$ cat config.mk
export PLATFORM = sky130hd
export DESIGN_NAME = crr_ctrl
export DESIGN_NICKNAME = d
export VERILOG_FILES = /design/src/rtl/crr_pkg.sv /design/src/rtl/crr_ctrl.sv
export SDC_FILE = /design/constraint.sdc
export NUM_CORES = 1
export LEC_CHECK = 0
export BUFFER_PORTS_ARGS = -buffer_cell sky130_fd_sc_hd__buf_2
export CAP_MARGIN = 20
export CORE_AREA = 2 2 39 41
export CTS_CLUSTER_DIAMETER = 40
export DETAILED_ROUTE_END_ITERATION = 6
export DIE_AREA = 0 0 41 43
export HOLD_SLACK_MARGIN = 0.1
export SLEW_MARGIN = 20
export SYNTH_ARGS = -nofsm -noshare
export SYNTH_HDL_FRONTEND = slang
export SYNTH_SLANG_ARGS = --single-unit
$ cat constraint.sdc
create_clock -name clk -period 1 [get_ports clk]
set_input_delay 0.2 -clock clk [delete_from_list [all_inputs] [get_ports clk]]
set_output_delay 0.2 -clock clk [all_outputs]
set_load 0.1 [all_outputs]
$ cat src/rtl/crr_pkg.sv
// ----------------------------------------------------------------------------
// crr_pkg
// Types and constants shared by the region resizer modules.
// ----------------------------------------------------------------------------
package crr_pkg;

	typedef enum logic [2:0] {
		S_INIT,
		S_IDLE,
		S_READ,
		S_CALC,
		S_WALK,
		S_RESULT
	} state_t;

	localparam logic [1:0] STATUS_DONE    = 2'd0;
	localparam logic [1:0] STATUS_NO_ROOM = 2'd1;
	localparam logic [1:0] STATUS_TOO_BIG = 2'd2;

	localparam logic [15:0] MAX_REGION_RESET = 16'd31744;

	// Commands from the controller to the datapath.
	typedef struct packed {
		logic init;   // write one reset entry of the tables
		logic cap;    // capture a request and read its table entries
		logic calc1;  // round the old and new sizes
		logic calc2;  // decide status, update length and free count
		logic walk;   // read one later offset entry for shifting
		logic load;   // move the finished result into the output register
	} cmd_t;

	// Status from the datapath to the controller.
	typedef struct packed {
		logic init_last;
		logic need_walk;
		logic walk_last;
	} sts_t;

	// Size rounded up to 16 bytes, never less than 16.
	function automatic logic [16:0] round16(input logic [15:0] n);
		logic [16:0] s;
		s = {1'b0, n} + 17'd15;
		if (n == 16'd0) begin
			return 17'd16;
		end
		return {s[16:4], 4'b0000};
	endfunction

endpackage

$ cat src/rtl/crr_ctrl.sv
// ----------------------------------------------------------------------------
// crr_ctrl
// Sequencer of the region resizer: table clearing pass, request evaluation,
// offset walk and result hand-off.
// ----------------------------------------------------------------------------
module crr_ctrl (
	input  logic          clk,
	input  logic          arst_n,
	input  logic          in_valid,
	output logic          in_ready,
	input  logic          out_ready,
	output logic          out_valid,
	input  crr_pkg::sts_t sts,
	output crr_pkg::cmd_t cmd
);

	crr_pkg::state_t state_q, state_d;
	logic            out_valid_q;

	always_ff @(posedge clk or negedge arst_n) begin
		if (!arst_n) begin
			state_q     <= crr_pkg::S_INIT;
			out_valid_q <= 1'b0;
		end else begin
			state_q <= state_d;
			if (cmd.load) begin
				out_valid_q <= 1'b1;
			end else if (out_ready) begin
				out_valid_q <= 1'b0;
			end
		end
	end

	always_comb begin
		state_d  = state_q;
		cmd      = '0;
		in_ready = 1'b0;
		case (state_q)
			crr_pkg::S_INIT: begin
				cmd.init = 1'b1;
				if (sts.init_last) begin
					state_d = crr_pkg::S_IDLE;
				end
			end
			crr_pkg::S_IDLE: begin
				in_ready = 1'b1;
				if (in_valid) begin
					cmd.cap = 1'b1;
					state_d = crr_pkg::S_READ;
				end
			end
			crr_pkg::S_READ: begin
				cmd.calc1 = 1'b1;
				state_d   = crr_pkg::S_CALC;
			end
			crr_pkg::S_CALC: begin
				cmd.calc2 = 1'b1;
				state_d   = sts.need_walk ? crr_pkg::S_WALK : crr_pkg::S_RESULT;
			end
			crr_pkg::S_WALK: begin
				cmd.walk = 1'b1;
				if (sts.walk_last) begin
					state_d = crr_pkg::S_RESULT;
				end
			end
			crr_pkg::S_RESULT: begin
				// The previous result must have left the output register.
				if (!out_valid_q || out_ready) begin
					cmd.load = 1'b1;
					state_d  = crr_pkg::S_IDLE;
				end
			end
			default: begin
				state_d = crr_pkg::S_IDLE;
			end
		endcase
	end

	assign out_valid = out_valid_q;

endmodule

==> impl_metrics.tcl <==
set metrics [dict create \
    outcome "finished, violations left" \
    violations "negative setup slack" \
    antenna_found_initial 0 \
    setup-violations-final 10 \
    ios 15 \
    fmax_mhz 697 \
    r2r-start "state_q[0]" \
    cts_sinks 4 \
    post-route-min-period_ns 1.43 \
    die_x_um 41 \
    syn-num-nets 36 \
    grt_usage 0.112 \
    path_max_fanout 7 \
    synth_cell_type_count 19 \
    wl_um 788 \
    cts_buffers 3 \
    hold-path-cell-count 2 \
    hold_violations 0 \
    dp_hpwl_um 568 \
    worstMarginPinSlew_ns 0.255 \
    grt_max_degree 10 \
    dr.first_iter.drc_count 1 \
    start_util 0.183 \
    clockRootBuffer "clkbuf_4" \
    min_period_over_period 1.43 \
    drv_cap 0 \
    r2r_cells 4 \
    crit_path_start_kind "flip-flop" \
    antenna_left 0 \
    synth_area_leader_cell "dfrtp_1" \
    critical_path_class "flip-flop to output pin" \
    synth_top_area_frac 0.396 \
    die_area_sq_mm 0.00176 \
    core_sq_mm 0.00138 \
    area_growth_pct 160 \
    h-tree-depth 1 \
    grt_first_pass_wirelength_um 1350 \
    grt-ovfl-total 0 \
    synth_area_leaders "dfrtp_1, nand2b_1, and3_4" \
    reg2reg_slack_ns -0.17 \
    clk_latency_ns 0.24 \
    fin_tns_setup_ns -3.37 \
    timing.rr.end "state_q[0]" \
    wl_per_cell_um 10.8 \
    vias_per_cell 4.23 \
    finalMaxSlewViolations 0 \
    relSlewSlack 0.829 \
    clk_path_buf_depth 2 \
    hp-start "sts[1]" \
    n_antenna_cell 0 \
    die_y_um 43 \
    cts_tree "done" \
    ys_seq_elements 4 \
    fp-row-count 14 \
    avgSynthCellArea_sq_um 8.72 \
    clk_pin_slew_worst_paths_ns 0.04 \
    first_pass_iters 3 \
    hold_path.class "primary input to flip-flop" \
    end_kind "output pin" \
    syn-cell-area_sq_um 253 \
    drcViolationCount 0 \
    critPathRequiredTime_ns 0.80 \
    syn-instance-count 29 \
    grt_pass1_vias 297 \
    num_vias 309 \
    routabilityCongestion 0.726 \
    fin_skew_ns 0.00377 \
    portBuffers 14 \
    cp.arrival_ns 1.23 \
    setup_ws_ns -0.435 \
    seq_area_frac_synth 0.396 \
    n_fill_cell 133 \
    holdPathEnd "state_q[0]" \
    drive_gt1_frac 0.772 \
    synth_warnings 0 \
    rsz0062_at_grt "yes" \
    final_net_count 65 \
]
## cell usage in the layout, fill, tap and decap left out, drive strengths merged
cell type    synthesis  final
a21oi                2      2
a2bb2oi              1      1
a31oi                1      1
and3                 2      2
buf                  1     25
clkbuf               1      4
dfrtp                4      4
dlygate4sd3          0      1
inv                  2      2
nand2                2      2
nand2b               4      4
nand3b               1      1
nor2                 2      2
nor3                 2      2
nor3b                1      1
nor4b                1      1
o21ai                1      1
or2                  1      1
## metrics by stage
stage	std cells	hold slack, ns	setup slack, ns	utilization	area [sq um]
6_report	73	0.157	-0.435	0.475	657
4_1_cts	71	0.152	-0.452	0.459	636
2_1_floorplan	29	-0.0956	-0.864	-	322
3_5_place_dp	65	0.00837	-0.266	0.410	567
5_1_grt	73	0.153	-0.480	0.475	657
3_3_place_gp	65	0.00986	-0.229	0.410	567
## worst max path at each step
stage	start	to	slack [ns]	depth (start not counted)
after global routing	state_q[1]	cmd[5]	-0.48	3
final	state_q[1]	cmd[5]	-0.43	3
after global placement	state_q[1]	cmd[1]	-0.23	3
after CTS	state_q[1]	cmd[5]	-0.45	3
after detailed placement	state_q[1]	cmd[1]	-0.27	3
after floorplan	state_q[0]	cmd[4]	-0.86	3
## kinds of logic (layout without fill, tap and decap cells)
| logic type | Yosys count | in the layout | synth area share |
|---|---|---|---|
| AO/OA/AOI/OAI | 5 | 5 | 0.119 |
| buffers and inverters | 4 | 32 | 0.0940 |
| flip-flops | 4 | 4 | 0.396 |
| AND/OR/NAND/NOR | 16 | 16 | 0.391 |
## synthesized netlist by cell type
| cell type | count |
|---|---|
| clkbuf_2 | 1 |
| inv_2 | 1 |
| inv_1 | 1 |
| dfrtp_1 | 4 |
| nor3_1 | 2 |
| nor2_1 | 2 |
| nor4b_1 | 1 |
| nand3b_1 | 1 |
| buf_6 | 1 |
| nor3b_1 | 1 |
| nand2_1 | 2 |
| nand2b_1 | 4 |
| and3_2 | 1 |
| a31oi_1 | 1 |
| or2_1 | 1 |
| a21oi_1 | 2 |
| o21ai_0 | 1 |
| and3_4 | 1 |
| a2bb2oi_1 | 1 |
## routing by layer
metal / track usage / part of all wire / vias up
li1: - / - / 153
met1: 0.134 / 0.39 / 145
met2: 0.181 / 0.53 / 11
met3: 0.0471 / 0.079 / 0
met4: 0.0200 / 0 / 0
met5: 0 / 0 / -
## critical path, stage by stage, from the launching register on
cell and delay [ns]:
dfrtp_2 0.45, buf_4 0.16, nor3_4 0.19, buf_12 0.20
## state kept, by name, summed over array words and instances (netlist names)
name,cells
state_q,3
out_valid,1
## layout make-up
| type | count | area [sq um] | share of cell area |
|---|---|---|---|
| Inverter | 2 | 7.51 | 0.0114 |
| Timing Repair Buffer | 26 | 290 | 0.442 |
| Sequential cell | 4 | 106 | 0.162 |
| Clock buffer | 4 | 26.3 | 0.0400 |
| Multi-Input combinational cell | 21 | 206 | 0.314 |
| Tap cell | 16 | 20.0 | 0.0305 |
## repair_timing
item / in CTS / in global routing
endpoints found under the hold margin: 4 / 0
endpoints found under the setup margin: 11 / 11
hold buffers: 1 / 0
setup buffers: 1 / 4
cloned: 0 / 0
pin swaps: 2 / 6
resized for setup: 9 / 4
Power is left out: the tool's default activity adds up to more than one toggle a clock period on the data nets, which glitch-free logic cannot reach.
